`src/irv_pkg.sv`:
```
// ----------------------------------------------------------------------------
// irv_pkg
// Shared types, codes and the byte-wide CRC-32 update for the image resource
// validator.
// ----------------------------------------------------------------------------
package irv_pkg;

  // stream item codes carried in in_tuser
  localparam logic [1:0] OP_DESC = 2'd0;
  localparam logic [1:0] OP_BYTE = 2'd1;
  localparam logic [1:0] OP_END  = 2'd2;

  // result status codes
  localparam logic [2:0] ST_OK        = 3'd0;
  localparam logic [2:0] ST_VERSION   = 3'd1;
  localparam logic [2:0] ST_GEOMETRY  = 3'd2;
  localparam logic [2:0] ST_SIZE      = 3'd3;
  localparam logic [2:0] ST_NO_PUBLISH = 3'd4;
  localparam logic [2:0] ST_INTEGRITY = 3'd5;

  // configuration register indexes
  localparam int unsigned CFG_ADDR_W = 1;
  localparam logic [CFG_ADDR_W-1:0] CFG_EXPECTED_ABI = 1'd0;
  localparam logic [CFG_ADDR_W-1:0] CFG_RELEASE_MODE = 1'd1;

  // crc and counting constants
  localparam logic [31:0] CRC_POLY  = 32'hedb88320;
  localparam logic [31:0] CRC_INIT  = 32'hffffffff;
  localparam int unsigned CNT_W     = 21;
  localparam logic [CNT_W-1:0] CNT_MAX = {CNT_W{1'b1}};
  localparam logic [CNT_W-1:0] HDR_LEN = 21'd12;
  localparam logic [CNT_W-1:0] HDR_MIN_PAYLOAD = 21'd16;

  // codec and flag bytes of the compressed formats
  localparam logic [7:0] CODEC_C565   = 8'h18;
  localparam logic [7:0] FLAGS_C565   = 8'h10;
  localparam logic [7:0] CODEC_C565A8 = 8'h1c;
  localparam logic [7:0] FLAGS_C565A8 = 8'h18;

  // pixel formats
  localparam logic [2:0] FMT_RAW565    = 3'd1;
  localparam logic [2:0] FMT_RAW565A8  = 3'd2;
  localparam logic [2:0] FMT_C565      = 3'd3;
  localparam logic [2:0] FMT_C565A8    = 3'd4;

  // input tdata layout, first field in the lowest bits
  typedef struct packed {
    logic [3:0]  pad;
    logic [7:0]  payload_byte;
    logic [31:0] expected_crc;
    logic        release_ok;
    logic [15:0] codec_and_flags;
    logic [31:0] payload_len;
    logic [31:0] alpha_stride;
    logic [31:0] rgb_stride;
    logic [2:0]  pix_format;
    logic [15:0] img_height;
    logic [15:0] img_width;
    logic [15:0] meta_version;
  } item_t;

  // output tdata layout
  typedef struct packed {
    logic [4:0]  pad;
    logic [31:0] computed_crc;
    logic [2:0]  status;
  } result_t;

  // stored descriptor with checks that only depend on the descriptor
  typedef struct packed {
    logic [15:0] meta_version;
    logic [15:0] img_width;
    logic [15:0] img_height;
    logic [2:0]  pix_format;
    logic [31:0] payload_len;
    logic [7:0]  codec;
    logic [7:0]  flags;
    logic        release_ok;
    logic [31:0] expected_crc;
    logic        geom_ok;
    logic        len_ok;
    logic        codec_match;
    logic [33:0] raw_size;
  } desc_t;

  typedef logic [11:0][7:0] hdr_t;

  // one payload byte through the reflected crc, lsb first
  function automatic logic [31:0] crc_byte(input logic [31:0] crc, input logic [7:0] b);
    logic [31:0] c;
    c = crc ^ {24'd0, b};
    for (int k = 0; k < 8; k++) begin
      c = (c >> 1) ^ (CRC_POLY & {32{c[0]}});
    end
    return c;
  endfunction

endpackage

```
`src/irv_judge.sv`:
```
// ----------------------------------------------------------------------------
// irv_judge
// End-of-payload status decision: the first failing check sets the status.
// ----------------------------------------------------------------------------
module irv_judge import irv_pkg::*; (
  input  desc_t              desc,
  input  hdr_t               hdr,
  input  logic [CNT_W-1:0]   byte_count,
  input  logic [31:0]        crc_reg,
  input  logic [15:0]        expected_abi,
  input  logic               release_mode,
  output logic [2:0]         status
);

  logic [31:0] n32;
  logic [31:0] hdr_len;
  logic [15:0] hdr_w;
  logic [15:0] hdr_h;
  logic        is_raw;
  logic        hdr_bad;

  assign n32     = {{(32-CNT_W){1'b0}}, byte_count};
  assign hdr_len = {hdr[0], hdr[1], hdr[2], hdr[3]};
  assign hdr_w   = {hdr[8], hdr[9]};
  assign hdr_h   = {hdr[10], hdr[11]};
  assign is_raw  = (desc.pix_format == FMT_RAW565) || (desc.pix_format == FMT_RAW565A8);

  // compressed header fields against the descriptor
  assign hdr_bad = !desc.codec_match || (hdr[4] != desc.codec) || (hdr[5] != desc.flags) ||
                   (hdr_w != desc.img_width) || (hdr_h != desc.img_height);

  // check order matters
  always_comb begin
    priority if (desc.meta_version != expected_abi) begin
      status = ST_VERSION;
    end else if (!desc.geom_ok) begin
      status = ST_GEOMETRY;
    end else if (!desc.len_ok || (n32 != desc.payload_len)) begin
      status = ST_SIZE;
    end else if (is_raw && ({13'd0, byte_count} != desc.raw_size)) begin
      status = ST_SIZE;
    end else if (!is_raw && ((byte_count < HDR_MIN_PAYLOAD) || (hdr_len != n32))) begin
      status = ST_SIZE;
    end else if (!is_raw && hdr_bad) begin
      status = ST_GEOMETRY;
    end else if (release_mode && !desc.release_ok) begin
      status = ST_NO_PUBLISH;
    end else if (~crc_reg != desc.expected_crc) begin
      status = ST_INTEGRITY;
    end else begin
      status = ST_OK;
    end
  end

endmodule

```
`src/image_resource_validator_top.sv`:
```
// ----------------------------------------------------------------------------
// image_resource_validator_top
// Checks one image resource streamed as descriptor, payload bytes and end.
// ----------------------------------------------------------------------------
// Usage: in_tuser selects the transaction kind (descriptor, payload byte,
// end). A descriptor stores the image metadata and starts a new payload; each
// payload byte updates a reflected CRC-32, a saturating byte count and the
// first twelve header bytes; an end transaction yields one result on the out_
// channel with the status and the final CRC, then restarts the CRC and count.
// Configuration (expected ABI, release mode) is written through cfg_ while no
// transaction is in flight.
// Path: an end transaction waits in the input register until the result
// slot is free, then loads the result register. Throughput: one transaction
// per cycle while no end transaction waits for the result slot; the byte-wide
// CRC update is combinational between the input register and the state registers.
// Reset: rst_n low clears the CRC to all ones, the count, the configuration
// and both valid flags; the descriptor and header bytes hold no value until
// written.
// Stall: while out_tready is low the result waits in the result register;
// payload and descriptor transactions still flow, and a second end
// transaction holds in the input register, which then drops in_tready.
// ----------------------------------------------------------------------------
module image_resource_validator_top import irv_pkg::*; #(
  parameter int unsigned MAX_IMG_WIDTH     = 390,
  parameter int unsigned MAX_IMG_HEIGHT    = 450,
  parameter int unsigned MAX_PAYLOAD_BYTES = 1048576
) (
  input  logic                  clk,
  input  logic                  rst_n,
  // input stream
  input  logic                  in_tvalid,
  output logic                  in_tready,
  // meta_version, img_width, img_height, pix_format, rgb_stride,
  // alpha_stride, payload_len, codec_and_flags, release_ok, expected_crc,
  // payload_byte, zero fill
  input  logic [207:0]          in_tdata,
  // opcode
  input  logic [1:0]            in_tuser,
  // result stream
  output logic                  out_tvalid,
  input  logic                  out_tready,
  // status, computed_crc, zero fill
  output logic [39:0]           out_tdata,
  // configuration writes
  input  logic                  cfg_wr_en,
  input  logic [CFG_ADDR_W-1:0] cfg_addr,
  input  logic [15:0]           cfg_wdata
);

  // input register
  logic             s_valid_r;
  logic [1:0]       s_op_r;
  item_t            s_item_r;
  logic             s_adv;

  // processing state
  logic [31:0]      crc_r, crc_nxt;
  logic [CNT_W-1:0] count_r, count_nxt;
  hdr_t             hdr_r;
  desc_t            desc_r, desc_nxt;
  logic [15:0]      exp_abi_r;
  logic             rel_mode_r;

  // result register
  logic             o_valid_r;
  result_t          o_data_r;
  logic [2:0]       status;

  // descriptor precompute
  logic [31:0]      wh_prod;
  logic [31:0]      w32, h32, w2;
  logic             fmt_ok;

  // end items wait for a free result slot, everything else passes
  assign s_adv     = s_valid_r && ((s_op_r != OP_END) || !o_valid_r || out_tready);
  assign in_tready = !s_valid_r || s_adv;

  always_ff @(posedge clk) begin
    if (!rst_n) begin
      s_valid_r <= 1'b0;
    end else if (in_tready) begin
      s_valid_r <= in_tvalid;
    end
  end

  always_ff @(posedge clk) begin
    if (in_tready && in_tvalid) begin
      s_op_r   <= in_tuser;
      s_item_r <= item_t'(in_tdata);
    end
  end

  // configuration registers
  always_ff @(posedge clk) begin
    if (!rst_n) begin
      exp_abi_r  <= 16'd0;
      rel_mode_r <= 1'b0;
    end else if (cfg_wr_en) begin
      unique case (cfg_addr)
        CFG_EXPECTED_ABI: exp_abi_r  <= cfg_wdata;
        CFG_RELEASE_MODE: rel_mode_r <= cfg_wdata[0];
        default: ;
      endcase
    end
  end

  // descriptor checks that need no payload
  assign w32     = {16'd0, s_item_r.img_width};
  assign h32     = {16'd0, s_item_r.img_height};
  assign w2      = {15'd0, s_item_r.img_width, 1'b0};
  assign wh_prod = w32 * h32;
  assign fmt_ok  = (s_item_r.pix_format >= FMT_RAW565) && (s_item_r.pix_format <= FMT_C565A8);

  always_comb begin
    desc_nxt.meta_version = s_item_r.meta_version;
    desc_nxt.img_width    = s_item_r.img_width;
    desc_nxt.img_height   = s_item_r.img_height;
    desc_nxt.pix_format   = s_item_r.pix_format;
    desc_nxt.payload_len  = s_item_r.payload_len;
    desc_nxt.codec        = s_item_r.codec_and_flags[15:8];
    desc_nxt.flags        = s_item_r.codec_and_flags[7:0];
    desc_nxt.release_ok   = s_item_r.release_ok;
    desc_nxt.expected_crc = s_item_r.expected_crc;
    desc_nxt.geom_ok      = (w32 != 32'd0) && (w32 <= 32'(MAX_IMG_WIDTH)) &&
                            (h32 != 32'd0) && (h32 <= 32'(MAX_IMG_HEIGHT)) && fmt_ok &&
                            (s_item_r.rgb_stride == w2) &&
                            (s_item_r.alpha_stride == (s_item_r.pix_format[0] ? 32'd0 : w32));
    desc_nxt.len_ok       = (s_item_r.payload_len != 32'd0) &&
                            (s_item_r.payload_len <= 32'(MAX_PAYLOAD_BYTES));
    desc_nxt.codec_match  = (s_item_r.pix_format == FMT_C565) ?
                            (s_item_r.codec_and_flags == {CODEC_C565, FLAGS_C565}) :
                            (s_item_r.codec_and_flags == {CODEC_C565A8, FLAGS_C565A8});
    desc_nxt.raw_size     = (s_item_r.pix_format == FMT_RAW565) ?
                            {1'b0, wh_prod, 1'b0} :
                            ({1'b0, wh_prod, 1'b0} + {2'b00, wh_prod});
  end

  // status decision for end items
  irv_judge u_judge (
    .desc         (desc_r),
    .hdr          (hdr_r),
    .byte_count   (count_r),
    .crc_reg      (crc_r),
    .expected_abi (exp_abi_r),
    .release_mode (rel_mode_r),
    .status       (status)
  );

  // crc and count next values
  always_comb begin
    crc_nxt   = crc_r;
    count_nxt = count_r;
    if (s_adv) begin
      unique case (s_op_r)
        OP_DESC, OP_END: begin
          crc_nxt   = CRC_INIT;
          count_nxt = '0;
        end
        OP_BYTE: begin
          crc_nxt   = crc_byte(crc_r, s_item_r.payload_byte);
          count_nxt = (count_r != CNT_MAX) ? count_r + CNT_W'(1) : count_r;
        end
        default: ;
      endcase
    end
  end

  always_ff @(posedge clk) begin
    if (!rst_n) begin
      crc_r   <= CRC_INIT;
      count_r <= '0;
    end else begin
      crc_r   <= crc_nxt;
      count_r <= count_nxt;
    end
  end

  // descriptor and header byte storage
  always_ff @(posedge clk) begin
    if (s_adv && (s_op_r == OP_DESC)) begin
      desc_r <= desc_nxt;
    end
    if (s_adv && (s_op_r == OP_BYTE) && (count_r < HDR_LEN)) begin
      hdr_r[count_r[3:0]] <= s_item_r.payload_byte;
    end
  end

  // result register
  always_ff @(posedge clk) begin
    if (!rst_n) begin
      o_valid_r <= 1'b0;
    end else if (s_adv && (s_op_r == OP_END)) begin
      o_valid_r <= 1'b1;
    end else if (out_tready) begin
      o_valid_r <= 1'b0;
    end
  end

  always_ff @(posedge clk) begin
    if (s_adv && (s_op_r == OP_END)) begin
      o_data_r.pad          <= '0;
      o_data_r.computed_crc <= ~crc_r;
      o_data_r.status       <= status;
    end
  end

  assign out_tvalid = o_valid_r;
  assign out_tdata  = 40'(o_data_r);

  // an end transaction restarts the payload
  a_end_restart: assert property (@(posedge clk) disable iff (!rst_n)
    (s_adv && (s_op_r == OP_END)) |=> ((crc_r == CRC_INIT) && (count_r == '0)))
    else $error("crc or count not restarted after end");

  // the input side only stalls behind a waiting result
  a_stall_cause: assert property (@(posedge clk) disable iff (!rst_n)
    !in_tready |-> (s_valid_r && (s_op_r == OP_END) && o_valid_r && !out_tready))
    else $error("input stalled without a blocked result");

  // a result appears only after an end transaction
  a_result_src: assert property (@(posedge clk) disable iff (!rst_n)
    $rose(o_valid_r) |-> $past(s_adv && (s_op_r == OP_END)))
    else $error("result without end transaction");

  // a payload byte always leaves a nonzero count
  a_count_grow: assert property (@(posedge clk) disable iff (!rst_n)
    (s_adv && (s_op_r == OP_BYTE)) |=> (count_r != '0))
    else $error("count did not advance on payload byte");

endmodule
```
`config.mk`:
```
export PLATFORM = sky130hd
export DESIGN_NAME = image_resource_validator_top
export DESIGN_NICKNAME = d
export VERILOG_FILES = /design/src/irv_pkg.sv /design/src/irv_judge.sv /design/src/image_resource_validator_top.sv
export SDC_FILE = /design/constraint.sdc
export NUM_CORES = 1
export LEC_CHECK = 0
export BUFFER_PORTS_ARGS = -buffer_cell sky130_fd_sc_hd__buf_2
export CAP_MARGIN = 20
export CORE_MARGIN = 10
export CORE_UTILIZATION = 50
export CTS_CLUSTER_DIAMETER = 40
export DETAILED_ROUTE_END_ITERATION = 12
export PLACE_DENSITY = 0.69
export SLEW_MARGIN = 20
export SYNTH_ARGS = -nofsm -noshare
export SYNTH_HDL_FRONTEND = slang
export SYNTH_SLANG_ARGS = --single-unit
```
`constraint.sdc`:
```
create_clock -name clk -period 29 [get_ports clk]
set_clock_uncertainty 0.2 [all_clocks]
set_input_delay 0 -clock clk [delete_from_list [all_inputs] [get_ports clk]]
set_output_delay 0 -clock clk [all_outputs]
set_load 0.02 [all_outputs]
```
# Word level (Yosys, flattened, before mapping)
# Index checks and enable logic that the tools add are counted.
dict set report classes {
  mul 1
  magnitude_cmp 9
  n_reduce_logical 47
  add_sub_neg 2
  n_mux 18
  n_bitwise 12
  n_eq_ne 22
}
# operator n
set ops {}
lappend ops {{$xor 31x32->32} 8}
lappend ops {{$bwmux 96} 1}
lappend ops {{$reduce_bool 32->1} 3}
lappend ops {{$pmux 32 s2} 1}
lappend ops {{$ne 16x16->1} 3}
lappend ops {{$pmux 21 s2} 1}
lappend ops {{$add 33x32->34} 1}
lappend ops {{$ne 21x34->1} 1}
lappend ops {{$mux 33} 1}
lappend ops {{$demux 8 s4} 1}
lappend ops {{$eq 16x13->1 const B} 2}
lappend ops {{$eq 32x16->1} 1}
lappend ops {{$eq 32x17->1} 1}
lappend ops {{$le 16x9->1 const B} 2}
lappend ops {{$le 32x21->1 const B} 1}
lappend ops {{$mul 16x16->32} 1}
lappend ops {{$ne 21x32->1} 1}
lappend ops {{$ne 32x21->1} 1}
lappend ops {{$ne 32x32->1} 1}
lappend ops {{$not 32->32} 1}
lappend ops {{$xor 32x8->32} 1}
lappend ops {{$add 21x1->21 const B} 1}
lappend ops {{$lt 21x4->1 const B} 1}
lappend ops {{$lt 21x5->1 const B} 1}
lappend ops {{27 further kinds} 74}
dict set report totals {
  ff_bits 578
  output_inout_bits 42
  word_cells 158
  inputBits 232
}

# Longest topological paths before layout
# Gate-level depths: netlist of the first run.
dict set report logic_depth {
  depth_word 11
  ltp_mapped 39
  mapped_depth_nobuf 37
}

# Hierarchy
# From an unflattened synthesis of the first run, not the netlist that was laid out.
dict set report hier_totals {
  hier_cells 2657
  hier_area_um2 32232.2
}
# module instances area_per_inst_um2 seq_area_each_um2 cells_per_inst
set by_module_without_submodules {}
lappend by_module_without_submodules {image_resource_validator_top 1 30261.5 16636.0 2404}
lappend by_module_without_submodules {irv_judge 1 1970.6 0.0 253}

# Worst setup path after synthesis of the first run
# Ideal clock, no wire load.
dict set report synth_timing {
  path_kind {flip-flop to flip-flop}
  start {register s_op_r[0]}
  end {register desc_r[0] (netlist name) (enable)}
  setup_slack_ns 15.172
  synth_period_minus_slack_ns 13.828
  path_stages_with_launch 2
  setup_ns 0.939
  arrival_time_ns 12.689
  path_buffers 0
  path_cell_list {edfxtp_1 -> nor3b_1}
}
dict set report synth_via {
  elab_chain_len 5
  elab_cells_between_ends 6
  classes_between {eq/ne (1); reduce/logical (5)}
}
# item line_no
set synth_lines {}
lappend synth_lines {{start, declared} image_resource_validator_top.sv:52} ;# logic [1:0] s_op_r;
lappend synth_lines {{start signal, assigned} image_resource_validator_top.sv:88} ;# s_op_r <= in_tuser;
lappend synth_lines {{$ne 2x2->1} image_resource_validator_top.sv:75} ;# assign s_adv = s_valid_r && ((s_op_r != OP_END) || !o_valid_r || out_tready);
lappend synth_lines {{$logic_or 1x1->1 (2 in series)} image_resource_validator_top.sv:75}
lappend synth_lines {{$logic_and 1x1->1} image_resource_validator_top.sv:75}
lappend synth_lines {{$logic_and 1x1->1 *} image_resource_validator_top.sv:180} ;# if (s_adv && (s_op_r == OP_DESC)) begin
lappend synth_lines {{end signal, assigned} image_resource_validator_top.sv:181} ;# desc_r <= desc_nxt;
lappend synth_lines {{end, declared} image_resource_validator_top.sv:60} ;# desc_t desc_r, desc_nxt;
# Mark *: on every way between the ends. The rest lies on a longest branch, timed or not.
# A chain may end at the register's enable or synchronous reset.

==> metrics, run 1 <==
slowest cell delay on critical path=approximately 1.1 ns; Tmin final=9.80 ns; Routed wire per std cell=approximately 21 um; vias in the first global route=24800; DRC Markers=0; Most used DFF post-synth=edfxtp_1; startpoint types=flop; drt first-iter violations=approximately 1800; row count=92; run status=completed; Total Routed Length=89.0 mm; Yosys top cell by area=edfxtp_1; most frequent cell after synthesis=edfxtp_1; FFs w/ async S/R, synth=0%; setup bufs post-CTS=0; area of the multi-input gates=0.0139 mm2; FILL cells=4483; Sequential Area=0.0162 mm2; core area=0.0629 mm2; CTS root buf=clkbuf_16; initial antenna violation count=1; reg2reg setup slack=19.20 ns; Max Freq=102 MHz; initial core utilization=50.3%; routed vias/inst=5.42; WS Path Type=flop to flop; Chip Width=271 um; largest net degree at the start of global routing=87; Final Non-Filler Cells=4268; arrival time worst endpoint=between 9 and 10 ns; syn_area_per_cell=12.1 um2; DPL Wire Length=53.5 mm; CTS tree=yes; CP Capture Type=flop; Max Slew Vio Count=0; RSZ-0062 raised after global routing=no; ratio of cells with drive above 1 in the final layout=13.0%; CTS sink count=562; total gr overflow=0; Slowest-stage cell, CP=edfxtp_1; Port Buffer Count=264; final setup violation count=0; Post-Synthesis Cells=2613; Area Overhead vs Synth=30.3%; Most Frequent Cell on Critical Path=fa_1; Synth top cells by count=490 x edfxtp_1, 319 x inv_1, 264 x nand2_1; top-area cell type share of the netlist area=46.5%; Die ar.=0.0737 mm2; clk buf depth=3; Post-synth EDFFs=490; DIE HEIGHT=between 200 and 300 um; H-tree lvl count=3; Seq/Total Area, Yosys=approximately half; Worst-Skew Late Latency=about 0.65 ns; WP data required=slightly below 30 ns; Worst Path Max Fanout=20; Yosys reg bits=562; maxcap violations=0; Overall Global Routing Usage=23.9%; PostCTS Resize Cnt=0; Cells after DPL=3647; Nets=3931; Final Hold Viols=0; global-route wire length before repair=139 mm; routed vias=23100; Slew HR=25.9%; io pins=274; Tcrit/Tclk final=roughly a third; total CTS buffers=74; synth unique cells=82; Area contributors post-synth=edfxtp_1 47%, fa_1 12%, ha_1 5.5%; Synth Cell Area=about 0.032 mm2; post-route ant nets=0; final setup TNS=0 ns; RD Place Congestion=around 0.9; YS warnings=0; type of the most critical hold path=input port to flop; 1st-pass router iterations=6; worst-margin pin slew=1.11 ns; Clock transition at path regs=approximately 0.060 ns
logic make-up (layout without fill, tap and decap cells):
| logic type | after synthesis | in the layout | share of synthesized area [%] |
|---|---|---|---|
| compound gates | 283 | 283 | 6.18 |
| xor+xnor | 311 | 311 | 8.71 |
| fa+ha+maj | 335 | 335 | 17.9 |
| buf+inv | 428 | 1232 | 5.17 |
| flops | 562 | 562 | 51.1 |
| mux | 2 | 2 | 0.0673 |
| other cells | 1 | 6 | 0.0119 |
| simple gates | 691 | 691 | 10.9 |
layout by cell type, fill, tap and decap left out, types with 60 or more instances in the layout:
| cell | n |
|---|---|
| xnor2_1 | 172 |
| and2_1 | 128 |
| xor2_1 | 135 |
| dfxtp_1 | 72 |
| fa_1 | 195 |
| ha_1 | 140 |
| inv_1 | 319 |
| buf_2 | 264 |
| clkbuf_16 | 74 |
| nand2_1 | 263 |
| dlygate4sd3_1 | 485 |
| nor2_1 | 83 |
| edfxtp_1 | 490 |
| nor4_1 | 60 |
critical path: cells and delay by family (launching register included):
family | cells | cell delay [ns]
and+or+nand+nor | 5 | 0.96
buffers and inverters | 4 | 0.25
adders and majority gates | 8 | 3.67
DFF | 1 | 1.08
xor gates and xnor gates | 2 | 0.45
AOI/OAI and AO/OA | 16 | 2.86
area by class of cell:
class	instances	area share (%)
Inverter	320	2.92
Clock buffer	83	4.60
Timing Repair Buffer	779	15.6
Multi-Input combinational cell	1627	33.7
Sequential cell	562	39.2
Tap cell	846	2.57
Antenna cell	1	0.00608
Clock inverter	50	1.40
metrics by stage:
step	setup slack (ns)	hold slack, ns	utilization (%)	cell area, um2
finish	19.20	0.134	65.5	41200
global route	18.62	0.117	65.5	41200
CTS	19.25	0.00919	65.5	41200
detailed placement	19.30	-0.0219	53.8	33800
global placement	19.49	-0.0238	53.8	33800
floorplan	15.17	-0.101	-	31600
final timing paths:
check | startpoint | end | depth (start not counted)
max | desc_nxt[146] | desc_r[31] | 35
min reg2reg | desc_nxt[64] | desc_r[64] | 0
max reg2reg | desc_nxt[146] | desc_r[31] | 35
min | cfg_wr_en | rel_mode_r | 5
flip-flops by register name (all words and copies together), names as in the netlist:
name / flops
count_r: 21
crc_r: 32
desc_nxt: 132
desc_r: 169
exp_abi_r: 16
hdr_r: 80
out_tdata: 35
out_tvalid: 1
rel_mode_r: 1
s_item_r: 72
s_op_r: 2
s_valid_r: 1
metal layers:
layer	GRT usage, %	wire length, um	up-vias
li1	-	-	10400
met1	27.9	33300	11500
met2	42.8	46500	929
met3	4.16	5550	253
met4	10.2	3620	0
met5	0	0	-
what timing repair did:
| action | 4_1_cts | 5_1_grt |
|---|---|---|
| hold buffers | 485 | 0 |
| hold endpoints to repair | 319 | 0 |
| endpoints found under the setup margin | 0 | 0 |
Power of run 1 is left out: the tool's default activity adds up to more than one toggle a clock period on the data nets, which glitch-free logic cannot reach.
==> run 2, diff against run 1 <==
--- a/config.mk
+++ b/config.mk
@@ -5,6 +5,7 @@
 export SDC_FILE = /design/constraint.sdc
 export NUM_CORES = 1
 export LEC_CHECK = 0
+export ABC_AREA = 1
 export BUFFER_PORTS_ARGS = -buffer_cell sky130_fd_sc_hd__buf_2
 export CAP_MARGIN = 20
 export CORE_MARGIN = 10
==> constraint.sdc (replaced) <==
create_clock -name clk -period 9.45 [get_ports clk]
set_clock_uncertainty 0.2 [all_clocks]
set_input_delay 0 -clock clk [delete_from_list [all_inputs] [get_ports clk]]
set_output_delay 0 -clock clk [all_outputs]
set_load 0.02 [all_outputs]
==> run 2 against run 1 <==
  * Synthesized cell count up 25%
  * Utilization down 0.25 points
  * Register-to-register slack worse by 18 ns
  * Synthesized area up 5.2%
  * Count of clock-buffer cells in the layout up 6
  * Design area up 4.4%
  * Critical path depth down 2
  * Largest cell class unchanged
==> metrics, run 2 <==
PostCTS Resize Cnt=0 (unchanged); CP endpoint=desc_r[31]; reg2reg start=desc_nxt[142]; Die ar.=0.0772 mm2 (+4.8%); WP data required=9.58 ns (-19.56 ns); Yosys reg bits=562 (unchanged); io pins=274 (unchanged); Yosys top cell by area=edfxtp_1; initial core utilization=50.5% (+0.17 points); row count=94 (+2.2%); Max Slew Vio Count=0 (unchanged); Final Hold Viols=0 (unchanged); drt first-iter violations=2251 (+27%); final setup violation count=0 (unchanged); Most used DFF post-synth=edfxtp_1; Most Frequent Cell on Critical Path=nand2_1; DIE HEIGHT=278 um (+2.4%); reg2reg setup slack=1.15 ns (-18.04 ns); Overall Global Routing Usage=24.5% (+0.61 points); CTS tree=yes; CP Capture Type=flop; Worst Path Max Fanout=20 (unchanged); Worst Setup SP=desc_nxt[142]; maxcap violations=0 (unchanged); startpoint types=flop; Post-synth EDFFs=490 (unchanged); Slew HR=24.2% (-1.7 points); WHS=0.116 ns (-0.0174 ns); arrival time worst endpoint=8.43 ns (-1.52 ns); Tcrit/Tclk final=87.8% (+54 points); core area=0.0659 mm2 (+4.8%); Post-Synthesis Cells=3269 (+25%); leading cell types in the layout, fill and taps excluded=660 x nand2_1, 607 x inv_1, 490 x edfxtp_1; ratio of cells with drive above 1 in the final layout=12.9% (-0.15 points); initial antenna violation count=15 (+14); CTS sink count=562 (unchanged); Routed wire per std cell=19.3 um (-7.2%); 1st-pass router iterations=6 (unchanged); Port Buffer Count=264 (unchanged); WS Path Type=flop to flop; Nets=4573 (+16%); clk buf depth=3 (unchanged); DRC Markers=0 (unchanged); global-route wire length before repair=151 mm (+8.7%); routed vias=26200 (+13%); most frequent cell after synthesis=nand2_1; DPL Wire Length=59.3 mm (+11%); Slowest-stage cell, CP=edfxtp_1; largest reg by FF count=desc_r; top-area cell type share of the netlist area=44.3% (-2.3 points); syn_area_per_cell=10.2 um2 (-16%); Area contributors post-synth=edfxtp_1 44%, fa_1 12%, nand2_1 7.5%; Total Routed Length=95.8 mm (+7.7%); CTS root buf=clkbuf_16; total CTS buffers=83 (+12%); Synth top cells by count=660 x nand2_1, 608 x inv_1, 490 x edfxtp_1; synth unique cells=64 (-22%); commonest non-fill, non-tap cell in the layout=nand2_1; Clock transition at path regs=0.07 ns (about the same); Area Overhead vs Synth=29.3%; vias in the first global route=27600 (+11%); slowest cell delay on critical path=1.04 ns (-0.04 ns); routed vias/inst=5.29 (-2.3%); total gr overflow=0 (unchanged); post-route ant nets=0 (unchanged); Max Freq=121 MHz (+18%); worst-margin pin slew=1.14 ns (+0.0255 ns); number of flip-flops in the largest register=169 (unchanged); type of the most critical hold path=input port to flop; run status=completed; RD Place Congestion=0.896 (+0.87%); FFs w/ async S/R, synth=0% (unchanged); YS warnings=0 (unchanged); Worst-Skew Late Latency=0.65 ns (about the same); final setup margin=1.15 ns (-18.04 ns); final setup TNS=0 ns (unchanged); H-tree lvl count=3 (unchanged); worst slack, placed=1.38 ns (-17.92 ns); Register-to-Register Path Depth=33 (-5.7%); worst r2r dst=desc_r[31]; Tmin final=8.30 ns (-1.51 ns); Seq/Total Area, Yosys=48.6% (-2.5 points); RSZ-0062 raised after global routing=no; Synth Cell Area=0.0333 mm2 (+5.2%); Chip Width=278 um (+2.4%); largest net degree at the start of global routing=100 (+15%)
-- run 2: cell count changes after synthesis, moves of 79 or more --
cell,before,now
xnor2_1,172,65
nor2_1,84,163
inv_1,319,608
nand2_1,264,660
o21ai_0,38,121
and2_1,128,2
-- run 2: cell type report --
type | instances | area (um2)
repair buffers | 754 | 6170
flip-flops and latches | 562 | 16200
inverters | 618 | 2330
fillers | 4815 | 22900
well taps | 864 | 1080
multi-input cells | 1987 | 14400
clock inverters | 64 | 716
clock buffers | 89 | 2140
diodes | 15 | 37.5
-- run 2: routing by layer --
layer | global-route usage, % | vias to the layer above | share of wire, %
li1 | - | 12100 | -
met3 | 4.25 | 354 | 6.9
met5 | 0 | - | 0.013
met2 | 43.3 | 1266 | 51
met4 | 12.2 | 2 | 5.0
met1 | 28.4 | 12500 | 37
-- run 2: cells by family after synthesis --
group                      share of synthesized area, %
and+or+nand+nor                                    14.6
buffers and inverters                              8.30
DFF                                                48.6
AOI/OAI and AO/OA                                  6.11
adders and majority gates                          17.0
xor gates and xnor gates                           5.36
other                                            0.0113
-- run 2: critical path, delay by kind of cell, from the launching register on --
kind | cells | cell delay (ns)
AO/OA/AOI/OAI | 8 | 1.35
XOR/XNOR | 1 | 0.22
adder cells (fa/ha/maj) | 8 | 3.87
buffers and inverters | 5 | 0.27
flip-flops | 1 | 1.04
AND/OR/NAND/NOR | 11 | 1.02
-- run 2: worst min path at each step --
stage,start,endpoint,depth (start not counted)
floorplan,in_tdata[129],desc_nxt[100],0
detailed placement,in_tdata[99],s_item_r[99],1
global placement,in_tdata[188],desc_nxt[61],1
finish,cfg_addr,rel_mode_r,5
global route,cfg_addr,rel_mode_r,5
CTS,cfg_addr,rel_mode_r,5
-- run 2: repair_timing --
action / CTS / global route
hold endpoints to repair: 258 / 0
setup buffers: 0 / 0
hold buffers: 466 / 0
-- run 2: stage by stage --
step,utilization [%],cell area (um2),instances
floorplan,-,33300,3273
global route,65.3,43000,4953
finish,65.3,43000,4953
detailed placement,53.8,35400,4318
global placement,53.8,35400,4318
CTS,65.2,43000,4937
Power of run 2 is left out for the same reason.
